## src/hw/rtl/gyro_motion_deadzone_unit_assert.svh

```systemverilog
// Assertion macros for the gyro motion deadzone unit.
// Used by the top level; expects signals named clk and rst in scope.
`ifndef GYRO_MOTION_DEADZONE_UNIT_ASSERT_SVH
`define GYRO_MOTION_DEADZONE_UNIT_ASSERT_SVH
`ifndef NO_ASSERTIONS
`define GMD_ASSERT_NEVER(label, expr) \
  label: assert property (@(posedge clk) disable iff (rst) !(expr)) \
    else $error("gmd: forbidden condition seen");
`define GMD_ASSERT_NEXT(label, ante, cons) \
  label: assert property (@(posedge clk) disable iff (rst) (ante) |=> (cons)) \
    else $error("gmd: expected follow-up missing");
`else
`define GMD_ASSERT_NEVER(label, expr)
`define GMD_ASSERT_NEXT(label, ante, cons)
`endif
`endif

```

## src/hw/rtl/gmd_pkg.sv

```systemverilog
// Shared types for the gyro motion deadzone unit.
// No dependencies; used by every module of the block.
`timescale 1ns / 1ps
package gmd_pkg;

  typedef struct packed {
    logic [31:0]        time_ms;
    logic               enabled;
    logic signed [15:0] rate_x;
    logic signed [15:0] rate_y;
    logic signed [15:0] rate_z;
  } in_t;

  typedef struct packed {
    logic               updated;
    logic signed [15:0] axial_dx;
    logic signed [15:0] axial_dy;
    logic signed [15:0] radial_dx;
    logic signed [15:0] radial_dy;
  } out_t;

  typedef struct packed {
    logic [15:0] sensitivity;
    logic [2:0]  invert_mask;
    logic [1:0]  bind_mode;
    logic [30:0] deadzone;
    logic [30:0] min_step;
    logic [31:0] delay_ms;
  } cfg_t;

  // One classified request handed from the front to the back.
  typedef struct packed {
    logic               upd;
    logic [31:0]        dt;
    logic signed [15:0] rate_x;
    logic signed [15:0] rate_y;
    logic signed [15:0] rate_z;
  } job_t;

endpackage

```

## src/hw/rtl/gmd_queue.sv

```systemverilog
// Two-entry queue between the front and the back end.
// Depends on gmd_pkg for the entry type.
`timescale 1ns / 1ps
module gmd_queue (
  input  logic          clk,
  input  logic          rst,
  input  logic          push,
  input  gmd_pkg::job_t din,
  output logic          full,
  input  logic          pop,
  output gmd_pkg::job_t dout,
  output logic          empty
);

  gmd_pkg::job_t mem [2];
  logic          wr_ptr;
  logic          rd_ptr;
  logic [1:0]    count;

  assign full  = (count == 2'd2);
  assign empty = (count == 2'd0);
  assign dout  = mem[rd_ptr];

  always_ff @(posedge clk) begin
    if (push) begin
      mem[wr_ptr] <= din;
    end
  end

  always_ff @(posedge clk) begin
    if (rst) begin
      wr_ptr <= 1'b0;
      rd_ptr <= 1'b0;
      count  <= 2'd0;
    end else begin
      if (push) begin
        wr_ptr <= !wr_ptr;
      end
      if (pop) begin
        rd_ptr <= !rd_ptr;
      end
      case ({push, pop})
        2'b10:   count <= count + 2'd1;
        2'b01:   count <= count - 2'd1;
        default: count <= count;
      endcase
    end
  end

endmodule

```

## config.mk

```make
export PLATFORM = sky130hd
export DESIGN_NAME = gmd_queue
export DESIGN_NICKNAME = d
export VERILOG_FILES = /design/src/hw/rtl/gyro_motion_deadzone_unit_assert.svh /design/src/hw/rtl/gmd_pkg.sv /design/src/hw/rtl/gmd_queue.sv
export SDC_FILE = /design/constraint.sdc
export NUM_CORES = 1
export LEC_CHECK = 0
export ABC_AREA = 1
export BUFFER_PORTS_ARGS = -buffer_cell sky130_fd_sc_hd__buf_2
export CAP_MARGIN = 25
export CORE_UTILIZATION = 52
export DETAILED_ROUTE_END_ITERATION = 8
export HOLD_SLACK_MARGIN = 0.03
export PLACE_DENSITY = 0.79
export SYNTH_ARGS = -nofsm -noshare
export SYNTH_HDL_FRONTEND = slang
export SYNTH_SLANG_ARGS = --single-unit
```

## constraint.sdc

```tcl
create_clock -name clk -period 5.22 [get_ports clk]
set_input_delay 0.783 -clock clk [delete_from_list [all_inputs] [get_ports clk]]
set_output_delay 0.783 -clock clk [all_outputs]
set_load 0.05 [all_outputs]
```

# == Yosys cells after proc, flatten, opt, wreduce, memory -nomap -nowiden ==
# Memories as Yosys holds them, arrays and structs flattened. A register that Yosys moved wholly into a read port is not among the register bits.
# Index checks and enable logic that the tools add are counted.
# totals
ram_bits,162
mem_count,1
word_cells,18
input_bits,85
output_inout_bits,83
register_bits,4
# op_classes
n_eq_ne,3
reduce_logical,4
n_mux,5
n_addsub,2
# memory_table
memory,depth,word_bits,rd,rd_clocked_by_memory_dff,write_ports,line,rtl
mem,2,81,1,1,1,gmd_queue.sv:15,gmd_pkg::job_t mem [2];
# op_table
op,n
equality test 2 bit (second input constant),2
2-to-1 mux 1 bit,4
one-hot mux 2 bit (2 select lines),1
adder 2 x 1 -> 2 bit (second input constant),1
equality test 2 x 1 -> 1 bit (second input constant),1
zero test 1 bit,2
zero test 2 bit,1
nonzero test 2 bit,1
subtractor 2 x 1 -> 2 bit (second input constant),1

# == Logic depth before layout (Yosys ltp) ==
# depth
word_depth,3
ltp_mapped,7
ltp_nobuf,7

# == Least setup slack after synthesis ==
# Ideal clock, no wire load.
# synth_timing
path_kind,input to register
from,input port push
to,"memory mem[0][0] (netlist bit), enable pin"
path_buffers,0
setup_time_ns,0.523
path_stages,2
t_arrival_ns,4.237
setup_slack_ns,0.460
path_cell_list,inv_1 nor2_1
# synth_via
elab_chain_cells,2
# synth_rtl
item,line,rtl
"start, declared",gmd_queue.sv:7,"input logic push,"
2-to-1 mux 1 bit,gmd_queue.sv:25,if (push) begin
2-to-1 mux 1 bit (not written as such),gmd_queue.sv:26,mem[wr_ptr] <= din;
"end, declared",gmd_queue.sv:15,
# Every way passes these cells.

==> results.toml <==
[cts]
clock_latency_ns = 0.42
htreeDepth = 4
cts_buffers = 17
clock_sink_count = 167
clkTransAtPathRegs_ns = 0.06
cts_root_buf = "clkbuf_16"
cts_resized = 0
clockBufferDepth = 2
cts.hold.buffers_added = 0
cts_tree = "yes"
cts_setup_buffers = 0

[sta]
rsz0062_at_grt = "no"
worst_slack_ns = 2.04
relSlewSlack = 0.408
finalHoldViolCount = 0
post-route-period-util = 0.608
timing.fmax_ghz = 0.315
worstMarginPinSlew_ns = 0.887
fin_tns_setup_ns = 0
slew_viol_final = 0
setup_violations = 0
skew_ns = 0.00385
period_needed_ns = 3.18

[critical_path]
crit_family = "flip-flops"
critPathArrivalTime_ns = 2.39
endpoint_kind = "output pin"
startpoint_type = "flip-flop"
path_buf_inv = 2
critPathSlowestCell = "dfxtp_4"
reg2reg_from = "wr_ptr"
cp_max_fo = 48
path_class = "reg2out"
path_cells = "buf_4, mux2_4, buf_2"
crit_path_max_incr_delay_ns = 0.94
required_ns = 4.44

[die]
num_rows = 40
die_x_um = 114
num_io_pins = 168
die_h_um = 114
start_util = 0.537
core_area_um2 = 12100
fp.dieArea_um2 = 12900

[power_and_ir_drop]
p_leak_nw = 3.25
peakVddDrop_v = 0.000266
pwr-share-seq = 0.458
pwr-share-clk = 0.389
power_switching_w = 0.000854
netSwitchingFraction = 0.246
p_int_w = 0.00262
p_comb_frac = 0.153
power_density_nw_per_um2 = 431

[grt]
grt_max_degree = 82
grt_pass1_vias = 3140
grt_usage = 0.165
antenna_found_initial = 0
grt_pass1_wl_mm = 15.5
gr-total-overflow = 0

[routing]
drtAntennaViolNets = 0
wl_mm = 10.5
via_per_inst = 4.83
wire_per_inst_um = 16.2
first_pass_iters = 4
detail_route.iter0.violations = 196
route.detailed.drc = 0
vias = 3131

[hold_path]
min_path_type = "reg2reg"
worstHoldStart = "count[1]"

[placement]
port_buffers = 167
place_ws_ns = 2.46
place_congestion = 0.715

[yosys]
ys_warn_count = 0
yosysUniqueCellTypes = 15
netlist_instances = 285
ys_seq_area_frac = 0.767
synthesis.area_um2 = 6470
syn_nets = 371
ys_seq_elements = 167
syn_area_per_cell_um2 = 22.7

[flow_run]
max_cap_violations = 0

[finish]
mostFrequentLayoutCell = "buf_2"
finalNetCount = 553
layout-drive-gt1-share = 0.594
final_cell_mix = "buf_2 (167), edfxtp_1 (162), mux2_4 (80), clkbuf_16 (17), nor2_1 (9)"
fillers = 808
area_delta_synth_final_pct = 24.5
multi_input_area_um2 = 1320
diodes = 0
seqCellArea_um2 = 4970

[run_status]
status = "completed"
==> routing by layer <==
layer,share of wire,global-route usage,wire [µm]
met1,0.40,0.192,4250
met2,0.51,0.274,5320
met3,0.072,0.0547,760
met4,0.016,0.0860,167
met5,0,0,0
==> sequential cells by signal, summed over array words and instances, names as in the netlist, named ones only <==
name,count
mem,162
wr_ptr,1
rd_ptr,1
count,2
==> synth_stat cells, drive strengths merged <==
cell    instances  area, µm²
mux2           81       1210
a21oi           1       5.00
inv             7       26.3
buf             9        171
nor3            1       5.00
o21ai           1       5.00
nand2           5       18.8
xnor2           1       8.76
nand4           1       6.26
ha              1       12.5
nor2           10       37.5
dfxtp           5        100
edfxtp        162       4860
==> path summary, 6_finish.rpt <==
kind	end	slack, ns	cells past startpoint
worst max-delay path	dout[31]	2.04	3
worst min-delay path	count[1]	0.53	2
worst max register to register	mem[1][18]	3.21	3
worst min register to register	count[1]	0.53	2
==> tightest hold or removal path: cells and delay by family, from the launching register on <==
kind,cells,cell delay [ns]
flops,1,0.34
simple gates,2,0.16
==> logic make-up after synthesis <==
family          share of synthesized area
simple gates                       0.0104
flops                               0.767
fa+ha+maj                         0.00193
compound gates                    0.00154
mux                                 0.187
xor+xnor                          0.00135
buf+inv                            0.0305
==> through the flow <==
stage	instances	hold slack [ns]	total power (W)	utilization	instance area [µm²]
floorplan	285	0.480	0.00206	-	6470
global placement	615	0.494	0.00214	0.613	7390
detailed placement	615	0.524	0.00215	0.613	7390
CTS	647	0.531	0.00350	0.666	8040
global route	648	0.539	0.00357	0.668	8060
finish	648	0.532	0.00347	0.668	8060
==> cell type report <==
cell class | count | share of cell area
timing repair buffer | 172 | 0.110
clock buffer | 23 | 0.0593
clock inverter | 9 | 0.0211
sequential | 167 | 0.617
inverter | 7 | 0.00342
multi-input combinational | 102 | 0.164
tap | 168 | 0.0261
==> power groups by stage <==
stage / logic (W) / registers [W] / clock network (W)
after detailed placement: 0.000532 / 0.00162 / 0
after global placement: 0.000524 / 0.00162 / 0
after CTS: 0.000533 / 0.00159 / 0.00137
final: 0.000532 / 0.00159 / 0.00135
after floorplan: 0.000456 / 0.00160 / 0
after global routing: 0.000556 / 0.00160 / 0.00142
Power figures use the tool's default switching activity.
