==> config.mk <==
export PLATFORM = sky130hd
export DESIGN_NAME = gmd_front
export DESIGN_NICKNAME = d
export VERILOG_FILES = /design/src/hw/rtl/gyro_motion_deadzone_unit_assert.svh /design/src/hw/rtl/gmd_pkg.sv /design/src/hw/rtl/gmd_front.sv
export SDC_FILE = /design/constraint.sdc
export NUM_CORES = 1
export LEC_CHECK = 0
export BUFFER_PORTS_ARGS = -buffer_cell sky130_fd_sc_hd__buf_2
export CORE_MARGIN = 3
export CORE_UTILIZATION = 40
export DETAILED_ROUTE_END_ITERATION = 8
export PLACE_DENSITY_LB_ADDON = 0.1
export SETUP_SLACK_MARGIN = 0.2
export SYNTH_ARGS = -nofsm -noshare
export SYNTH_HDL_FRONTEND = slang
export SYNTH_SLANG_ARGS = --single-unit
==> constraint.sdc <==
create_clock -name clk -period 6.4 [get_ports clk]
set_input_delay 0.96 -clock clk [delete_from_list [all_inputs] [get_ports clk]]
set_output_delay 0.96 -clock clk [all_outputs]
set_load 0.02 [all_outputs]
==> src/hw/rtl/gyro_motion_deadzone_unit_assert.svh <==
// Assertion macros for the gyro motion deadzone unit.
// Used by the top level; expects signals named clk and rst in scope.
`ifndef GYRO_MOTION_DEADZONE_UNIT_ASSERT_SVH
`define GYRO_MOTION_DEADZONE_UNIT_ASSERT_SVH
`ifndef NO_ASSERTIONS
`define GMD_ASSERT_NEVER(label, expr) \
  label: assert property (@(posedge clk) disable iff (rst) !(expr)) \
    else $error("gmd: forbidden condition seen");
`define GMD_ASSERT_NEXT(label, ante, cons) \
  label: assert property (@(posedge clk) disable iff (rst) (ante) |=> (cons)) \
    else $error("gmd: expected follow-up missing");
`else
`define GMD_ASSERT_NEVER(label, expr)
`define GMD_ASSERT_NEXT(label, ante, cons)
`endif
`endif

==> src/hw/rtl/gmd_pkg.sv <==
// Shared types for the gyro motion deadzone unit.
// No dependencies; used by every module of the block.
`timescale 1ns / 1ps
package gmd_pkg;

  typedef struct packed {
    logic [31:0]        time_ms;
    logic               enabled;
    logic signed [15:0] rate_x;
    logic signed [15:0] rate_y;
    logic signed [15:0] rate_z;
  } in_t;

  typedef struct packed {
    logic               updated;
    logic signed [15:0] axial_dx;
    logic signed [15:0] axial_dy;
    logic signed [15:0] radial_dx;
    logic signed [15:0] radial_dy;
  } out_t;

  typedef struct packed {
    logic [15:0] sensitivity;
    logic [2:0]  invert_mask;
    logic [1:0]  bind_mode;
    logic [30:0] deadzone;
    logic [30:0] min_step;
    logic [31:0] delay_ms;
  } cfg_t;

  // One classified request handed from the front to the back.
  typedef struct packed {
    logic               upd;
    logic [31:0]        dt;
    logic signed [15:0] rate_x;
    logic signed [15:0] rate_y;
    logic signed [15:0] rate_z;
  } job_t;

endpackage

==> src/hw/rtl/gmd_front.sv <==
// Front end: accepts samples, tracks the last accepted timestamp and decides
// whether a sample replaces the stored motion. Depends on gmd_pkg.
`timescale 1ns / 1ps
module gmd_front (
  input  logic               clk,
  input  logic               rst,
  input  logic               push,
  input  gmd_pkg::in_t       sample,
  output logic               full,
  input  logic [31:0]        delay_ms,
  output logic               q_push,
  output gmd_pkg::job_t      q_data,
  input  logic               q_full
);

  logic [31:0] last_time;
  logic [31:0] dt;
  logic        upd;

  assign dt     = sample.time_ms - last_time;
  assign upd    = sample.enabled && (dt > delay_ms);
  assign full   = q_full;
  assign q_push = push && !q_full;

  always_comb begin
    q_data.upd    = upd;
    q_data.dt     = dt;
    q_data.rate_x = sample.rate_x;
    q_data.rate_y = sample.rate_y;
    q_data.rate_z = sample.rate_z;
  end

  always_ff @(posedge clk) begin
    if (rst) begin
      last_time <= '0;
    end else if (q_push && upd) begin
      last_time <= sample.time_ms;
    end
  end

endmodule

# Word level (Yosys, flattened, before mapping)
# Cells that the tools add are included.
[word_totals]
input_bits = 117
elab_cells = 7
reg_bits = 32
[op_classes]
addsub = 1
n_lt_le_gt_ge = 1
n_reduce_logical = 4
[op_table]
columns = ["operator", "count"]
rows = [
  ["32-bit > comparator", 1],
  ["32-bit subtractor", 1],
  ["1-bit logical AND", 3],
  ["1-bit logical NOT", 1],
]

# Logic depth before layout (Yosys ltp)
# Gate-level depths: netlist of the first run.
[logic_depth]
ltp_word = 4
mapped_depth = 21
depth_no_buf = 19

# Worst setup path before layout of the first run
# Ideal clock, no wire load.
[synth_timing]
path_type = "in2out"
startpoint = "input sample[49] (netlist name)"
endpoint = "output q_data[80] (netlist name)"
t_arrival_ns = 4.768
n_path_buf = 3
setup_slack_ns = 0.672
stages = 21
required_time_ns = 5.440
path_cell_list = "inv_1 ha_1 inv_1 fa_1 a211oi_1 o21ai_2 a211oi_2 o31a_1 o41ai_2 a221oi_2 xnor2_1 ha_1 nand4_2 nor4_2 a21oi_1 o32a_1 and2_1 buf_6 buf_6 nor2_1 buf_4"
[synth_lines]
columns = ["item", "line", "rtl"]
rows = [
  ["start, declared", "gmd_front.sv:8", "input gmd_pkg::in_t sample,"],
  ["end, declared", "gmd_front.sv:12", "output gmd_pkg::job_t q_data,"],
]

==> metrics, run 1 <==
Post-DP Area 5070 sq um; Initial Util 0.417; synth warn 0; Commonest cells post-synth inv_1 (70), ha_1 (63), nand2_1 (61); Netlist cell types 51; CP endpoint kind output pin; maximum vdd drop 0.332 mV; hold path depth 2; n_diodes 0; row count 39; Clock Skew 0.00430 ns; unrepaired setup endpoints after global routing false; Slew Limit Fails 0; Synthesized Nets 800; final setup TNS 0 ns; Routed WL 16100 um; drt wl/cell 20.3 um; Largest Register last_time; Mapped Avg Cell Area 7.85 sq um; first-pass GRT wire length 25000 um; largest net degree at the start of global routing 59; Critical Path AT 4.94 ns; layout cells sized above 1 0.245; Final Hold Vio Count 0; Setup WS post-layout 0.505 ns; via/cell ratio 6.10; status complete, no violations; TritonCTS clock tree done; Routed Antenna Nets 0; Async SR Flop Fraction 0; largest area contributor in the netlist ha_1; Reg2Reg Capture Point last_time[31]$_SDFFE_PP0P_; gr usage total 0.234; area share of the largest cell type after synthesis 0.162; largest registers last_time x32; Num CTS Buffers 5; hold path endpoint last_time[11]$_SDFFE_PP0P_; post-DP HPWL 12300 um; chip width 116 um; die height 116 um; Largest register FFs 32; initial antenna violation count 0; clk sinks 32; Die ar. 13500 sq um; CP required 5.44 ns; Seq/Total Area, Yosys 0.132; DRT iter0 DRCs 290; Ports 200; Critical Path Start sample[49]; DRC Markers 0; number of setup violations in the final report 0; pre-CTS WS 0.324 ns; vias in the first global route 4734; most frequent cell after synthesis inv_1; DR vias 4836; Worst R2R Start last_time[0]$_SDFFE_PP0P_; Cells after Synth 619; core region area 11700 sq um; Max Cap Viol 0; Area Overhead vs Synth 7.98%; Reg2Reg Depth 18; port bufs 103; Max Clock Freq 170 MHz; final core utilization 0.450; CTS root buf clkbuf_16; global route overflow 0; Mapped Area 4860 sq um; H-tree Lvls 2; Worst R2R Setup Slack 1.64 ns; count of flip-flops with a built-in enable after synthesis 0; fin crit share 0.921; dominant synthesized flop cell dfxtp_1; Min-Delay Startpoint last_time[11]$_SDFFE_PP0P_; total power 3040 uW; Final Cell Area 5250 sq um; Period minus WS final 5.90 ns; drt first pass iters 5; slew at the pin closest to its max-slew limit 1.22 ns; # nets final 830; relative slew slack 0.184; Power Dens Cells 579 nW/um^2; WS Path Type in -> out; fill cell count 1209; Worst-Skew Late Latency 0.28 ns; type of the tightest min-delay check reg -> reg; Static Leak 0.00233 uW; Synth Register Bits 32; Synth area leaders ha_1 (16%), dfxtp_1 (13%), o41ai_2 (9.7%), buf_4 (7.7%), a41oi_1 (5.9%); Worst Path Max Fanout 4; GP Congestion 1.00; element type at the critical path start input pin; Max clock buf depth 2; Reg clk slew, reported paths 0.05 ns
[routing by layer]
layer | vias to the layer above | global-route usage | wire (um)
li1 | 2306 | - | -
met1 | 2281 | 0.327 | 7360
met2 | 215 | 0.385 | 7200
met3 | 34 | 0.0394 | 1330
met4 | 0 | 0.0418 | 184
met5 | - | 0 | 0
[layout by cell type, fill, tap and decap left out, drive strengths merged, types with 2 or more instances in the layout]
master,n
a41oi,33
nand4,15
o21ai,23
a211oi,35
nand3,8
o21bai,2
xor2,16
o211a,3
nor2,16
a221oi,2
nor2b,4
and2,3
buf,111
dfxtp,32
clkinv,3
o31ai,3
clkbuf,6
xnor2,14
inv,69
a21oi,45
o211ai,4
a21o,13
o21a,5
a31oi,7
nand2,61
nand2b,3
nor3,3
ha,63
o41ai,33
nor4,3
[stage by stage]
stage                     hold WS, ns  instances
after floorplan                 0.470        619
after global placement          0.479        784
after detailed placement        0.495        784
after CTS                       0.509        792
after global routing            0.534        793
final                           0.501        793
[layout make-up]
| type | instances | area, sq um | area share |
|---|---|---|---|
| sequential | 32 | 641 | 0.122 |
| multi-input combinational | 429 | 3440 | 0.656 |
| tap | 143 | 179 | 0.0341 |
| clock inverter | 2 | 10.0 | 0.00191 |
| inverter | 70 | 263 | 0.0501 |
| timing repair buffer | 111 | 576 | 0.110 |
| clock buffer | 6 | 139 | 0.0265 |
[cell families after synthesis]
kind of cell	synth area share
XOR/XNOR	0.0541
multiplexers	0.00206
AO/OA/AOI/OAI	0.365
AND/OR/NAND/NOR	0.114
flip-flops	0.132
buffers and inverters	0.167
adder cells (fa/ha/maj)	0.166
[what timing repair did]
| item | 4_1_cts | 5_1_grt |
|---|---|---|
| gates resized for setup | 0 | 3 |
| setup endpoints to repair | 0 | 1 |
| hold buffers | 0 | 0 |
| endpoints found under the hold margin | 0 | 0 |
| buffers inserted | 0 | 1 |
[power breakdown]
group | switching [uW] | internal, uW
combinational | 1630 | 831
sequential | 43.1 | 288
clock | 93.3 | 153
total | 1770 | 1270
[worst max-delay path by stage]
| stage | end | slack, ns | cells past startpoint |
|---|---|---|---|
| 6_report | q_data[80] | 0.50 | 20 |
| 2_1_floorplan | q_data[80] | 0.67 | 21 |
| 3_5_place_dp | q_data[80] | 0.32 | 20 |
| 3_3_place_gp | q_data[80] | 0.40 | 20 |
| 5_1_grt | q_data[80] | 0.24 | 20 |
| 4_1_cts | q_data[80] | 0.34 | 20 |
[critical path, cell delays in order]
cell and delay, ns:
buf_2 0.11, inv_1 0.05, ha_1 0.17, inv_1 0.06, fa_1 0.42, a211oi_1 0.28, o21ai_2 0.14, a211oi_2 0.29
o31ai_2 0.19, a41oi_1 0.28, nand2_1 0.11, xor2_1 0.18, ha_1 0.32, nand4_1 0.23, nor4_4 0.35, a21oi_1 0.10
o32a_1 0.18, and2_2 0.20, nor2_1 0.14, buf_2 0.19
Note: power is estimated with default switching activity, not from simulation.
==> run 2: changes to the inputs <==
--- a/config.mk
+++ b/config.mk
@@ -9,7 +9,7 @@
 export CORE_MARGIN = 3
 export CORE_UTILIZATION = 40
 export DETAILED_ROUTE_END_ITERATION = 8
-export PLACE_DENSITY_LB_ADDON = 0.1
+export PLACE_DENSITY = 0.68
 export SETUP_SLACK_MARGIN = 0.2
 export SYNTH_ARGS = -nofsm -noshare
 export SYNTH_HDL_FRONTEND = slang
==> metrics, run 2 (same netlist as run 1, synthesis figures left out) <==
Reg2Reg Depth 18 (unchanged); Area Overhead vs Synth 7.78%; CP cell instances buf_2, inv_1, ha_1, inv_1, fa_1, a211oi_1, o21ai_2, a211oi_2, o31a_1, o41ai_2, a221oi_2, xnor2_1, ha_1, nand4_2, nor4_4, a21oi_1, o32a_1, and2_1, nor2_1, buf_2; # nets final 830 (unchanged); commonest non-fill, non-tap cells in the layout buf_2 (103), inv_1 (70), ha_1 (63), nand2_1 (61), a21oi_1 (45); Ports 200 (unchanged); global route overflow 0 (unchanged); relative slew slack 0.155 (-0.0288); CP required 5.44 ns (about the same); slew at the pin closest to its max-slew limit 1.27 ns (+0.0445 ns); Worst Path Max Fanout 3 (-1); Critical Path Max Stage Delay 0.42 ns (about the same); number of setup violations in the final report 0 (unchanged); WS Path Type in -> out; maximum vdd drop 0.303 mV (-8.9%); Crit path depth 20 (unchanged); Max clock buf depth 2 (unchanged); element type at the critical path start input pin; Clock Skew 0.00323 ns (-0.00107 ns); Power Dens Cells 564 nW/um^2 (-2.6%); DRC Markers 0 (unchanged); GP Congestion 0.945 (-6.0%); DR vias 4693 (-3.0%); Die ar. 13500 sq um (unchanged); final cell count without fillers 793 (unchanged); vias in the first global route 4468 (-5.6%); fin crit share 0.924 (+0.00301); layout cells sized above 1 0.238 (-0.00615); first-pass GRT wire length 22500 um (-9.9%); CP endpoint kind output pin; DRT iter0 DRCs 471 (+62%); Static Leak 0.00233 uW (-0.17%); chip width 116 um (unchanged); initial antenna violation count 0 (unchanged); most common cell after layout, fill and taps aside buf_2; via/cell ratio 5.92 (-3.0%); largest net degree at the start of global routing 40 (-32%); worst-path cell with the longest stage delay fa_1; Clock power frac 0.081 (about the same); Post-Place Cells 785 (+0.13%); Max Clock Freq 169 MHz (-0.33%); internal power 1270 uW (-0.18%); core region area 11700 sq um (unchanged); Period minus WS final 5.91 ns (+0.0193 ns); Max Cap Viol 0 (unchanged); die height 116 um (unchanged); post-DP HPWL 11400 um (-7.3%); Routed WL 14500 um (-9.5%); type of the tightest min-delay check reg -> reg; Num CTS Buffers 5 (unchanged); unrepaired setup endpoints after global routing false; Largest Register last_time; largest registers last_time x32; row count 39 (unchanged); port bufs 103 (unchanged); Net Sw Power 1680 uW (-4.7%); Setup Fix Bufs, Post-CTS 0 (unchanged); TritonCTS clock tree done; Final Hold Vio Count 0 (unchanged); Critical Path AT 4.95 ns (about the same); register share of total power 0.112 (+0.003); H-tree Lvls 2 (unchanged); status complete, no violations; Reg clk slew, reported paths 0.05 ns (about the same); buffers plus inverters on the worst setup path 4 (unchanged); Combinational Power Share 0.807 (-0.003); Routed Antenna Nets 0 (unchanged); gr usage total 0.205 (-0.0294); Initial Util 0.417 (unchanged); CTS root buf clkbuf_16; final setup TNS 0 ns (unchanged); hold path depth 2 (unchanged); Slew Limit Fails 0 (unchanged); Sw Share 0.570 (-0.0113); Worst-Skew Late Latency 0.28 ns (about the same); clk sinks 32 (unchanged); Largest register FFs 32 (unchanged); drt wl/cell 18.3 um (-9.5%); n_diodes 0 (unchanged); drt first pass iters 5 (unchanged); cell family with most CP delay compound AO/OA/AOI/OAI gates
run 2: cell count changes in the layout (fill, tap and decap cells not counted), sizes merged:
cell,change
inv,+1
clkinv,-3
clkbuf,+2
run 2: what timing repair did:
action                     CTS  global route
hold buffers                 0             0
setup endpoints to repair    0             1
resized for setup            0             1
run 2: path summary, 6_finish.rpt:
check,endpoint,startpoint,slack [ns]
setup / recovery,q_data[80],sample[49],0.49
hold / removal,last_time[17]$_SDFFE_PP0P_,last_time[17]$_SDFFE_PP0P_,0.51
setup reg to reg,last_time[6]$_SDFFE_PP0P_,last_time[0]$_SDFFE_PP0P_,1.47
hold reg to reg,last_time[17]$_SDFFE_PP0P_,last_time[17]$_SDFFE_PP0P_,0.51
run 2: routing by layer:
| layer | wire length (um) | share of wire | global-route usage |
|---|---|---|---|
| met5 | 0 | 0 | 0 |
| met4 | 285 | 0.020 | 0.0634 |
| met3 | 786 | 0.054 | 0.0244 |
| met2 | 6950 | 0.48 | 0.343 |
| met1 | 6520 | 0.45 | 0.277 |
run 2: worst register-to-register path: stages (launching register included):
cell and delay (ns):
dfxtp_1 0.36, ha_1 0.18, inv_1 0.05, fa_1 0.42
a211oi_1 0.28, o21ai_2 0.14, a211oi_2 0.27, o31a_1 0.27
o41ai_2 0.14, a221oi_2 0.27, xnor2_1 0.18, ha_1 0.28
nand4_2 0.14, nor4_1 0.09, nand3_1 0.14, and2_1 1.00
a211oi_1 0.19, a41oi_1 0.29, o41ai_2 0.11
run 2: metrics by stage:
| stage | instance area, sq um | total power, uW | hold slack [ns] | worst slack (ns) | util |
|---|---|---|---|---|---|
| finish | 5240 | 2950 | 0.507 | 0.485 | 0.449 |
| global route | 5240 | 3200 | 0.538 | 0.203 | 0.449 |
| CTS | 5230 | 2940 | 0.513 | 0.413 | 0.448 |
| detailed placement | 5080 | 2700 | 0.501 | 0.425 | 0.436 |
| global placement | 5080 | 2640 | 0.480 | 0.479 | 0.436 |
| floorplan | 4860 | 2150 | 0.470 | 0.672 | - |
run 2: final cells by class:
type                    count  area [sq um]
fillers                  1163          6430
repair buffers            111           576
well taps                 143           179
inverters                  70           263
flip-flops and latches     32           641
clock buffers               8           146
multi-input cells         429          3430
run 2: power groups by stage:
stage	logic, uW	registers (uW)	clock network [uW]
final	2380	330	241
after global placement	2320	327	0
after global routing	2610	339	252
after detailed placement	2360	334	0
after CTS	2370	329	242
after floorplan	1830	323	0
